===== config.mk =====
export PLATFORM = sky130hd
export DESIGN_NAME = cw_keyer_envelope
export DESIGN_NICKNAME = d
export VERILOG_FILES = /design/src/hdl/cwk_pkg.sv /design/src/hdl/cwk_step.sv /design/src/hdl/cw_keyer_envelope.sv
export SDC_FILE = /design/constraint.sdc
export NUM_CORES = 1
export LEC_CHECK = 0
export BUFFER_PORTS_ARGS = -buffer_cell sky130_fd_sc_hd__buf_2
export CORE_ASPECT_RATIO = 0.5
export CORE_MARGIN = 2
export CORE_UTILIZATION = 60
export DETAILED_ROUTE_END_ITERATION = 8
export GPL_TIMING_DRIVEN = 0
export PLACE_DENSITY = 0.79
export REMOVE_ABC_BUFFERS = 1
export SLEW_MARGIN = 25
export SYNTH_ARGS = -nofsm -noshare
export SYNTH_HDL_FRONTEND = slang
export SYNTH_SLANG_ARGS = --single-unit

===== constraint.sdc =====
create_clock -name clk -period 13.7 [get_ports clk]
set_input_delay 2.74 -clock clk [delete_from_list [all_inputs] [get_ports clk]]
set_output_delay 2.74 -clock clk [all_outputs]
set_load 0.01 [all_outputs]

===== src/hdl/cwk_pkg.sv =====
// types, phase codes and the dot length table of the cw keyer envelope block
// no dependencies; used by cwk_step and cw_keyer_envelope
package cwk_pkg;

  localparam int PWR_W  = 15;
  localparam int STEP_W = 9;
  localparam int DOT_W  = 11;
  localparam int DASH_W = 12;

  localparam logic [1:0] PH_IDLE  = 2'd0;
  localparam logic [1:0] PH_DOT   = 2'd1;
  localparam logic [1:0] PH_DASH  = 2'd2;
  localparam logic [1:0] PH_SPACE = 2'd3;

  localparam logic [1:0] CFG_KEYER_EN = 2'd0;
  localparam logic [1:0] CFG_WPM      = 2'd1;
  localparam logic [1:0] CFG_HOLD     = 2'd2;

  localparam logic [6:0]  WPM_RESET  = 7'd20;
  localparam logic [15:0] HOLD_RESET = 16'd200;

  // floor(x / 100) for 15-bit x is (x * 5243) >> 19
  localparam logic [12:0] STEP_RECIP = 13'd5243;
  localparam int          STEP_SHIFT = 19;

  // 1200 / wpm in ms, zero speed taken as one word per minute
  localparam logic [DOT_W-1:0] DOT_LEN_LUT [0:127] = '{
    11'd1200, 11'd1200, 11'd600, 11'd400, 11'd300, 11'd240, 11'd200, 11'd171,
    11'd150,  11'd133,  11'd120, 11'd109, 11'd100, 11'd92,  11'd85,  11'd80,
    11'd75,   11'd70,   11'd66,  11'd63,  11'd60,  11'd57,  11'd54,  11'd52,
    11'd50,   11'd48,   11'd46,  11'd44,  11'd42,  11'd41,  11'd40,  11'd38,
    11'd37,   11'd36,   11'd35,  11'd34,  11'd33,  11'd32,  11'd31,  11'd30,
    11'd30,   11'd29,   11'd28,  11'd27,  11'd27,  11'd26,  11'd26,  11'd25,
    11'd25,   11'd24,   11'd24,  11'd23,  11'd23,  11'd22,  11'd22,  11'd21,
    11'd21,   11'd21,   11'd20,  11'd20,  11'd20,  11'd19,  11'd19,  11'd19,
    11'd18,   11'd18,   11'd18,  11'd17,  11'd17,  11'd17,  11'd17,  11'd16,
    11'd16,   11'd16,   11'd16,  11'd16,  11'd15,  11'd15,  11'd15,  11'd15,
    11'd15,   11'd14,   11'd14,  11'd14,  11'd14,  11'd14,  11'd13,  11'd13,
    11'd13,   11'd13,   11'd13,  11'd13,  11'd13,  11'd12,  11'd12,  11'd12,
    11'd12,   11'd12,   11'd12,  11'd12,  11'd12,  11'd11,  11'd11,  11'd11,
    11'd11,   11'd11,   11'd11,  11'd11,  11'd11,  11'd11,  11'd10,  11'd10,
    11'd10,   11'd10,   11'd10,  11'd10,  11'd10,  11'd10,  11'd10,  11'd10,
    11'd10,   11'd9,    11'd9,   11'd9,   11'd9,   11'd9,   11'd9,   11'd9
  };

  typedef struct packed {
    logic [1:0]       phase;
    logic [31:0]      start;
    logic [PWR_W-1:0] level;
  } cwk_state_t;

  typedef struct packed {
    logic [31:0]       now;
    logic [PWR_W-1:0]  power;
    logic [STEP_W-1:0] step;
    logic              dot;
    logic              dash;
    logic              serial;
    logic              ptt;
  } cwk_item_t;

  typedef struct packed {
    logic [PWR_W-1:0] envelope;
    logic             reload;
    logic [1:0]       phase;
  } cwk_result_t;

endpackage


===== src/hdl/cwk_step.sv =====
// one keyer/envelope step: next phase, element start and level from one word
// depends on cwk_pkg
module cwk_step import cwk_pkg::*; (
  input  logic                keyer_en,
  input  logic [DOT_W-1:0]    dot_len,
  input  logic [DASH_W-1:0]   dash_len,
  input  cwk_state_t          state,
  input  cwk_item_t           item,
  output cwk_state_t          state_nxt,
  output cwk_result_t         result
);

  logic [31:0] dot_es, dot_now, dash_es, dash_now;

  assign dot_es   = state.start + 32'(dot_len);
  assign dot_now  = item.now + 32'(dot_len);
  assign dash_es  = state.start + 32'(dash_len);
  assign dash_now = item.now + 32'(dash_len);

  always_comb begin
    logic [1:0]        ph;
    logic [31:0]       es;
    logic              from_now;
    logic              done;
    logic              rise;
    logic              reload;
    logic [31:0]       end_t;
    logic [PWR_W:0]    up;
    logic [PWR_W-1:0]  lvl;

    ph       = state.phase;
    es       = state.start;
    from_now = 1'b0;
    done     = 1'b0;
    rise     = 1'b0;
    reload   = 1'b0;
    end_t    = dot_es;
    up       = '0;
    lvl      = state.level;

    if (!keyer_en) begin
      rise = item.serial | item.ptt | item.dot | item.dash;
    end else begin
      if (ph == PH_IDLE && item.dot) begin
        ph       = PH_DOT;
        es       = item.now;
        from_now = 1'b1;
      end
      if (ph == PH_DOT) begin
        end_t = from_now ? dot_now : dot_es;
        if (end_t > item.now) begin
          reload = 1'b1;
          rise   = 1'b1;
          done   = 1'b1;
        end else if (end_t < item.now) begin
          ph       = PH_SPACE;
          es       = item.now;
          from_now = 1'b1;
        end
      end
      if (!done && ph == PH_IDLE && item.dash) begin
        ph       = PH_DASH;
        es       = item.now;
        from_now = 1'b1;
      end
      if (!done && ph == PH_DASH) begin
        end_t = from_now ? dash_now : dash_es;
        if (end_t > item.now) begin
          reload = 1'b1;
          rise   = 1'b1;
          done   = 1'b1;
        end else if (end_t < item.now) begin
          ph       = PH_SPACE;
          es       = item.now;
          from_now = 1'b1;
        end
      end
      if (!done && ph == PH_SPACE) begin
        // gap is one dot long, envelope keeps falling through it
        end_t = from_now ? dot_now : dot_es;
        if (end_t > item.now) begin
          reload = 1'b1;
        end else if (end_t < item.now) begin
          ph = PH_IDLE;
        end
      end
    end

    if (rise) begin
      up  = (state.level < item.power) ? ({1'b0, state.level} + (PWR_W+1)'(item.step))
                                      : {1'b0, state.level};
      lvl = (up > {1'b0, item.power}) ? item.power : up[PWR_W-1:0];
    end else begin
      lvl = (state.level > PWR_W'(item.step)) ? (state.level - PWR_W'(item.step)) : '0;
    end

    state_nxt.phase = ph;
    state_nxt.start = es;
    state_nxt.level = lvl;
    result.envelope = lvl;
    result.reload   = reload;
    result.phase    = ph;
  end

endmodule


===== src/hdl/cw_keyer_envelope.sv =====
// CW keyer envelope generator. Takes one word per clock unless stalled: a timestamp, the key
// lines and a target power. It gives one envelope word per input word, passed
// through the input register, then the result register, to the output. The rate
// is one word per cycle while the output is not stalled; it is set by the loop
// through cwk_step that updates phase, element start and envelope level before
// the next word uses them. A stalled output only holds the input side once both
// registers are full. cfg_ready is always high; configuration is meant to be
// written while no words are in flight. Dot length is looked up from the speed
// at write time.
// depends on cwk_pkg and cwk_step
module cw_keyer_envelope import cwk_pkg::*; (
  input  logic              clk,
  input  logic              rst_n,
  input  logic              in_valid,
  output logic              in_stall,
  input  logic [31:0]       in_now_ms,
  input  logic [PWR_W-1:0]  in_target_power,
  input  logic              in_dot_key,
  input  logic              in_dash_key,
  input  logic              in_serial_key,
  input  logic              in_ptt_key,
  output logic              out_valid,
  input  logic              out_stall,
  output logic [PWR_W-1:0]  out_envelope,
  output logic              out_hold_reload,
  output logic [15:0]       out_hold_value,
  output logic [1:0]        out_keyer_phase_out,
  input  logic              cfg_valid,
  output logic              cfg_ready,
  input  logic [1:0]        cfg_index,
  input  logic [15:0]       cfg_data
);

  logic              keyer_en_r;
  logic [DOT_W-1:0]  dot_len_r;
  logic [DASH_W-1:0] dash_len_r;
  logic [15:0]       hold_r;
  logic [DOT_W-1:0]  cfg_dot;

  logic              s1_valid_r;
  cwk_item_t         s1_item_r;
  cwk_item_t         item_nxt;
  logic [27:0]       step_prod;

  cwk_state_t        state_r;
  cwk_state_t        state_nxt;
  cwk_result_t       result;

  logic              out_valid_r;
  cwk_result_t       out_res_r;
  logic [15:0]       out_hold_r;
  logic              out_adv;
  logic              cfg_wr;

  assign cfg_ready = 1'b1;
  assign cfg_wr    = cfg_valid & cfg_ready;
  assign cfg_dot   = DOT_LEN_LUT[cfg_data[6:0]];

  always_ff @(posedge clk) begin
    if (!rst_n) begin
      keyer_en_r <= 1'b0;
      dot_len_r  <= DOT_LEN_LUT[WPM_RESET];
      dash_len_r <= (DASH_W'(DOT_LEN_LUT[WPM_RESET]) << 1) + DASH_W'(DOT_LEN_LUT[WPM_RESET]);
      hold_r     <= HOLD_RESET;
    end else if (cfg_wr) begin
      unique case (cfg_index)
        CFG_KEYER_EN: keyer_en_r <= cfg_data[0];
        CFG_WPM: begin
          dot_len_r  <= cfg_dot;
          dash_len_r <= (DASH_W'(cfg_dot) << 1) + DASH_W'(cfg_dot);
        end
        CFG_HOLD: hold_r <= cfg_data;
        default: ;
      endcase
    end
  end

  // result register can take a word when empty or being drained
  assign out_adv  = !out_valid_r || !out_stall;
  assign in_stall = s1_valid_r && !out_adv;

  // step = floor(power / 100) worked out ahead of the state loop
  assign step_prod = 28'(in_target_power) * 28'(STEP_RECIP);

  always_comb begin
    item_nxt.now    = in_now_ms;
    item_nxt.power  = in_target_power;
    item_nxt.step   = step_prod[STEP_SHIFT +: STEP_W];
    item_nxt.dot    = in_dot_key;
    item_nxt.dash   = in_dash_key;
    item_nxt.serial = in_serial_key;
    item_nxt.ptt    = in_ptt_key;
  end

  always_ff @(posedge clk) begin
    if (!rst_n) begin
      s1_valid_r <= 1'b0;
    end else if (!in_stall) begin
      s1_valid_r <= in_valid;
    end
  end

  always_ff @(posedge clk) begin
    if (!in_stall && in_valid) begin
      s1_item_r <= item_nxt;
    end
  end

  cwk_step u_step (
    .keyer_en  (keyer_en_r),
    .dot_len   (dot_len_r),
    .dash_len  (dash_len_r),
    .state     (state_r),
    .item      (s1_item_r),
    .state_nxt (state_nxt),
    .result    (result)
  );

  always_ff @(posedge clk) begin
    if (!rst_n) begin
      state_r     <= '{phase: PH_IDLE, start: 32'd0, level: '0};
      out_valid_r <= 1'b0;
    end else if (out_adv) begin
      out_valid_r <= s1_valid_r;
      if (s1_valid_r) begin
        state_r <= state_nxt;
      end
    end
  end

  always_ff @(posedge clk) begin
    if (out_adv && s1_valid_r) begin
      out_res_r  <= result;
      out_hold_r <= hold_r;
    end
  end

  assign out_valid           = out_valid_r;
  assign out_envelope        = out_res_r.envelope;
  assign out_hold_reload     = out_res_r.reload;
  assign out_hold_value      = out_hold_r;
  assign out_keyer_phase_out = out_res_r.phase;

endmodule


==> results.cfg, run 1 <==
[floorplanning]
start_util = 0.608
core_sq_mm = 0.0315
die_w_microns = 257
io_pins = 111
die_y_microns = 130
die_area_sq_mm = 0.0335
num_rows = 46

[synthesis]
synth_fa_ha_area_frac = 0.271
yosys.cell_types.count = 87
avgSynthCellArea_sq_um = 8.78
synth-xor-area-share = 0.0658
ys_ff_latch = 184
synth_area_leaders = ha_1 19%, edfxtp_1 15%, dfxtp_1 9.4%
synth_edf_count = 94
synth_top_cell_by_area = ha_1
synth-simple-area-share = 0.159
synth_top_family_by_area = adder cells
syn_inst = 2183
ys_seq_area_frac = 0.241
syn-cell-area_sq_mm = 0.0192
yosys_warnings = 0
synth_top_flop_cell = edfxtp_1
synth-compound-area-share = 0.140
synthArstFlopShare = 0
synthMuxAreaShare = 0.0612
synth_top_area_share = 0.193

[finish]
syn_to_final_growth_pct = 8.14
drive_gt1_frac = 0.0860
fin_nets = 2688
fin_util = 0.657
fin_cells = 2688
num_antenna_cells = 0
multi_input_area_sq_mm = 0.0135
n_fill_cell = 2592
seq_area_sq_mm = 0.00462
fin_area_sq_mm = 0.0207

[timing]
hold_viol = 0
setup_viol_count_final = 0
finalCritPeriodShare = 0.959
slew_viol_final = 0
fmax_mhz = 76.1
finClkSkew_ps = 15.1
slew_headroom = 0.377
fin_crit_ps = 13140
worst_slew_pin_slew_ps = 931

[clocking]
clk_path_buf_depth = 2
clkTransAtPathRegs_ps = 80
cts_tree = yes
clock_sinks = 184
clock_latency_ps = 470
root_buffer = clkbuf_16
htreeDepth = 4
cts_buffers = 17
hold_buffers = 0

[global_routing]
grt_max_degree = 65
grt-ovfl-total = 0
grt_pass1_vias = 15300
track_usage = 0.282
grt_pass1_wl_mm = 76.0
grt_antenna_before_repair = 0

[critical_path]
required_ps = 14060
crit_type = flop to flop
crit_fanout = 19
crit_top_cell = ha_1
slowest_stage = a2111oi_0
worst-endpoint-arrival_ps = 13500
cp-start-kind = flop
slowest_delay_ps = 720
cp-end-kind = flop

[placed_design]
dpl.hpwl_mm = 35.7
gp_congestion = 0.921
place_inst = 2653
detailed_place.area_sq_mm = 0.0201
portBuffers = 109

[run]
cap_viol_max_count = 0

[pwr]
pwr-share-comb = 0.481
clockPowerShare = 0.223
max-vdd-ir-drop_mv = 0.142
power_density_mw_per_mm2 = 110
p_sw_frac = 0.406
power_frac_seq = 0.296
p_switching_w = 0.000925
leakagePower_nw = 9.48
p_int_w = 0.00135

[routing]
wl_mm = 46.5
final_antenna_net_count = 0
avgRoutedWirePerCell_microns = 17.3
vias = 15900
dr.pass1.iters = 8
route.detailed.drc = 0
drtIter0Drc = 1277
viasPerCell = 5.92

[worst_hold_path]
hold_path_class = flop to flop

[run_status]
status = finished clean
[layer usage]
metal / global-route usage / part of all wire / vias to the layer above
li1: - / - / 7823
met2: 0.485 / 0.47 / 458
met4: 0.0910 / 0.022 / 0
met5: 0 / 0 / -
met1: 0.375 / 0.45 / 7538
met3: 0.0359 / 0.050 / 83
[path summary, 6_finish.rpt]
| path | from | end | depth (start not counted) | slack, ps |
|---|---|---|---|---|
| hold / removal | hold_r[13]$_SDFFE_PN0P_ | out_hold_value[13]$_DFFE_PP_ | 0 | 440 |
| hold reg to reg | hold_r[13]$_SDFFE_PN0P_ | out_hold_value[13]$_DFFE_PP_ | 0 | 440 |
| setup reg to reg | dot_len_r[0]$_SDFFE_PN0P_ | state_r[47]$_SDFFE_PN0P_ | 48 | 560 |
| setup / recovery | dot_len_r[0]$_SDFFE_PN0P_ | state_r[47]$_SDFFE_PN0P_ | 48 | 560 |
[sequential cells by signal (all words and copies together), names as in the netlist, 2 cells and up]
register,cells
out_hold_value,16
dot_len_r,11
dash_len_r,11
out_envelope,15
state_r,49
hold_r,16
out_keyer_phase_out,2
s1_item_r,60
[synthesized netlist by cell type (6+ instances only)]
cell	n
a211oi_1	20
a21o_1	29
a21oi_1	137
a221oi_1	6
a22oi_1	8
a31oi_1	13
and2_1	7
and3_1	14
buf_1	7
buf_2	15
clkbuf_1	48
dfxtp_1	90
edfxtp_1	94
fa_1	75
ha_1	296
inv_1	217
mux2_2	13
mux2i_1	97
nand2_1	202
nand2b_1	14
nand3_1	56
nand4_1	32
nor2_1	177
nor2b_1	22
nor3_1	56
nor4_1	10
o211ai_1	23
o21a_1	16
o21ai_0	81
o21ai_1	17
o21bai_1	12
o22ai_1	12
o31ai_1	6
or3_1	13
xnor2_1	103
xor2_1	41
[cell type report]
| class | instances | area share |
|---|---|---|
| sequential | 184 | 0.223 |
| multi-input combinational | 1704 | 0.649 |
| clock inverter | 14 | 0.00803 |
| inverter | 220 | 0.0400 |
| timing repair buffer | 116 | 0.0333 |
| clock buffer | 18 | 0.0207 |
| tap | 432 | 0.0261 |
[cells in the final DEF (no fill, tap or decap), types with 41 or more instances in the layout]
| cell type | synthesis | final |
|---|---|---|
| nand3_1 | 56 | 56 |
| a21oi_1 | 137 | 137 |
| ha_1 | 296 | 296 |
| o21ai_0 | 81 | 81 |
| xor2_1 | 41 | 41 |
| nand2_1 | 202 | 202 |
| inv_1 | 217 | 217 |
| fa_1 | 75 | 75 |
| dfxtp_1 | 90 | 90 |
| nor3_1 | 56 | 55 |
| edfxtp_1 | 94 | 94 |
| mux2i_1 | 97 | 97 |
| buf_2 | 15 | 109 |
| xnor2_1 | 103 | 103 |
| nor2_1 | 177 | 177 |
[logic make-up (layout without fill, tap and decap cells)]
logic type | count (synthesis) | after routing
muxes | 113 | 113
and+or+nand+nor | 646 | 647
adders and majority gates | 371 | 371
AOI/OAI and AO/OA | 428 | 428
buffers and inverters | 296 | 368
other | 1 | 1
xor gates and xnor gates | 144 | 144
DFF | 184 | 184
[per-stage QoR]
step	hold slack, ps	setup WS [ps]	power [W]	TNS, ps
finish	435	559	0.00228	0
global route	439	-6.41	0.00245	-9.24
CTS	436	268	0.00228	0
detailed placement	415	-335	0.00176	-1430
global placement	410	-2450	0.00172	-77930
floorplan	408	1770	0.00148	0
[power by group through the flow]
stage	combinational [W]	clock, W	sequential (W)
CTS	0.00109	0.000515	0.000674
detailed placement	0.00108	0	0.000686
global placement	0.00103	0	0.000688
global route	0.00124	0.000534	0.000679
finish	0.00109	0.000509	0.000675
floorplan	0.000806	0	0.000678
[worst max-delay path: cells and delay by family, from the launching register on]
| family | cells | cell delay [ps] |
|---|---|---|
| buffers and inverters | 3 | 320 |
| AO/OA/AOI/OAI | 17 | 5340 |
| XOR/XNOR | 2 | 340 |
| AND/OR/NAND/NOR | 15 | 3550 |
| multiplexers | 4 | 1040 |
| adder cells (fa/ha/maj) | 7 | 1990 |
| flip-flops | 1 | 430 |
[what timing repair did]
| action | in CTS | in global routing |
|---|---|---|
| cloned | 0 | 1 |
| resized for setup | 3 | 1 |
| endpoints found under the setup margin | 5 | 5 |
| pin swaps | 1 | 3 |
| setup buffers | 0 | 1 |
No activity file was read; power rests on OpenSTA's default activity.
==> inputs of run 2 (changes only) <==
- ABC_AREA: not set -> 1
==> results.cfg, run 2 <==
[run_status]
status = finished clean

[critical_path]
rr_worst_depth = 61
cp-end-kind = flop
crit_type = flop to flop
r2r_end = out_keyer_phase_out[1]$_DFFE_PP_
r2r_slack_ps = 870
worstSetupEndpoint = out_keyer_phase_out[1]$_DFFE_PP_
required_ps = 13930
slowest_stage = edfxtp_1
critPathBufInv = 6
slowest_delay_ps = 500
worst-path-stages = 61
worst-endpoint-arrival_ps = 13060
startpoint = s1_item_r[28]$_DFFE_PP_
crit_top_cell = nand2_1
worstReg2RegStart = s1_item_r[28]$_DFFE_PP_
critPathTopFamily = simple AND/OR/NAND/NOR gates
cp-start-kind = flop
crit_fanout = 42

[placed_design]
place_ws_ps = -732
dpl.hpwl_mm = 42.0
gp_congestion = 0.975
portBuffers = 109

[synthesis]
ys_seq_area_frac = 0.234
avgSynthCellArea_sq_um = 7.38
synthArstFlopShare = 0
syn-cell-area_sq_mm = 0.0198
yosys.cell_types.count = 58
syn_inst = 2683
synth_area_leaders = ha_1 19%, edfxtp_1 14%, nand2_1 11%
synth_top_flop_cell = edfxtp_1
ys_top_cells_by_count = 576 x nand2_1, 421 x inv_1, 296 x ha_1
yosys_warnings = 0
ys_ff_latch = 184
synth_edf_count = 94
yosysMostFrequentCell = nand2_1
synth_top_area_share = 0.187
synth_top_cell_by_area = ha_1

[pwr]
total_power_w = 0.00264
max-vdd-ir-drop_mv = 0.0978
leakagePower_nw = 10.7
power_density_mw_per_mm2 = 123

[routing]
drtIter0Drc = 1824
viasPerCell = 5.76
vias = 18400
route.detailed.drc = 0
avgRoutedWirePerCell_microns = 17.0
wl_mm = 54.3
final_antenna_net_count = 0
dr.pass1.iters = 9

[clocking]
clock_latency_ps = 490
htreeDepth = 4
hold_buffers = 0
clkTransAtPathRegs_ps = 80
clock_sinks = 184
cts_buffers = 17
clk_path_buf_depth = 2
cts_tree = yes
root_buffer = clkbuf_16

[floorplanning]
num_rows = 46
die_y_microns = 132
die_area_sq_mm = 0.0346
io_pins = 111
core_sq_mm = 0.0321
die_w_microns = 261
start_util = 0.618

[timing]
finClkSkew_ps = 21.9
fin_crit_ps = 12830
setup_ws_ps = 873
slew_headroom = 0.428
slew_viol_final = 0
worst_slew_pin_slew_ps = 855
hold_viol = 0
finalCritPeriodShare = 0.936
setup_viol_count_final = 0
fmax_mhz = 78.0

[finish]
largest-register = s1_item_r
layout_commonest_cell = nand2_1
fin_nets = 3194
reg_top3 = s1_item_r x60, state_r x49
syn_to_final_growth_pct = 8.29
final_cell_mix = 576 x nand2_1, 417 x inv_1, 296 x ha_1, 216 x o21ai_0, 214 x a21oi_1
largest_register_ffs = 60
drive_gt1_frac = 0.0739

[global_routing]
grt_pass1_vias = 17200
grt_max_degree = 77
grt-ovfl-total = 0
grt_antenna_before_repair = 2
track_usage = 0.318
grt_pass1_wl_mm = 87.7

[worst_hold_path]
hold_path_class = flop to flop

[run]
cap_viol_max_count = 0
## run 2: cell types whose count changed in the layout (fill, tap and decap cells not counted), sizes merged, moves of 15 or more
cell    previous run  this run
a21o              29         6
xnor2            103        20
xor2              41        89
nand3             56       132
mux2i             98         0
nor2b             22         0
nand4             32        57
nand2            202       583
nor3              57        32
a211oi            22         7
o21ai             99       222
inv              228       435
a21oi            138       216
## run 2: cell families (layout without fill, tap and decap cells)
family / after synthesis / after routing / share of synthesized area
AND/OR/NAND/NOR: 1000 / 1001 / 0.217
AO/OA/AOI/OAI: 515 / 515 / 0.141
buffers and inverters: 503 / 581 / 0.0976
adder cells (fa/ha/maj): 371 / 371 / 0.263
flip-flops: 184 / 184 / 0.234
XOR/XNOR: 109 / 109 / 0.0482
other: 1 / 2 / 0.000189
## run 2: final cells by class
class | instances | area, sq um
Tap cell | 432 | 541
Antenna cell | 1 | 2.50
Clock buffer | 17 | 425
Timing Repair inverter | 1 | 7.51
Fill cell | 2777 | 10600
Multi-Input combinational cell | 1997 | 13300
Sequential cell | 184 | 4620
Clock inverter | 15 | 223
Inverter | 428 | 1620
Timing Repair Buffer | 120 | 688
## run 2: how the worst min path moves through the flow
stage,to,startpoint,cells after the start
2_1_floorplan,out_hold_value[0]$_DFFE_PP_,hold_r[0]$_SDFFE_PN0P_,0
3_3_place_gp,out_hold_value[9]$_DFFE_PP_,hold_r[9]$_SDFFE_PN0P_,0
3_5_place_dp,out_hold_value[10]$_DFFE_PP_,hold_r[10]$_SDFFE_PN0P_,0
4_1_cts,out_hold_value[10]$_DFFE_PP_,hold_r[10]$_SDFFE_PN0P_,0
5_1_grt,out_hold_value[10]$_DFFE_PP_,hold_r[10]$_SDFFE_PN0P_,0
6_report,out_hold_value[2]$_DFFE_PP_,hold_r[2]$_SDFFE_PN0P_,0
## run 2: layer usage
| metal | routed length [microns] | track usage |
|---|---|---|
| met1 | 24600 | 0.445 |
| met2 | 24300 | 0.510 |
| met3 | 3940 | 0.0475 |
| met4 | 1440 | 0.0949 |
| met5 | 0 | 0 |
## run 2: stage by stage
stage	TNS, ps	std cells	util	instance area, sq um	hold slack (ps)
6_report	0	3195	0.669	21400	433
5_1_grt	-75.2	3195	0.669	21400	441
4_1_cts	0	3188	0.666	21400	433
3_5_place_dp	-3330	3156	0.646	20700	410
3_3_place_gp	-7070	3149	0.641	20600	405
2_1_floorplan	0	2608	-	19500	403
## run 2: what timing repair did
| action | CTS | global route |
|---|---|---|
| pin swaps | 0 | 2 |
| setup endpoints to repair | 5 | 5 |
| buffers inserted | 0 | 4 |
| gates resized for setup | 4 | 7 |
| gates cloned | 0 | 2 |
## run 2: power by group
group,switching [W],leakage [nW],internal [W]
registers,0.0000394,1.64,0.000646
clock network,0.000284,0.313,0.000258
logic,0.000891,8.79,0.000521
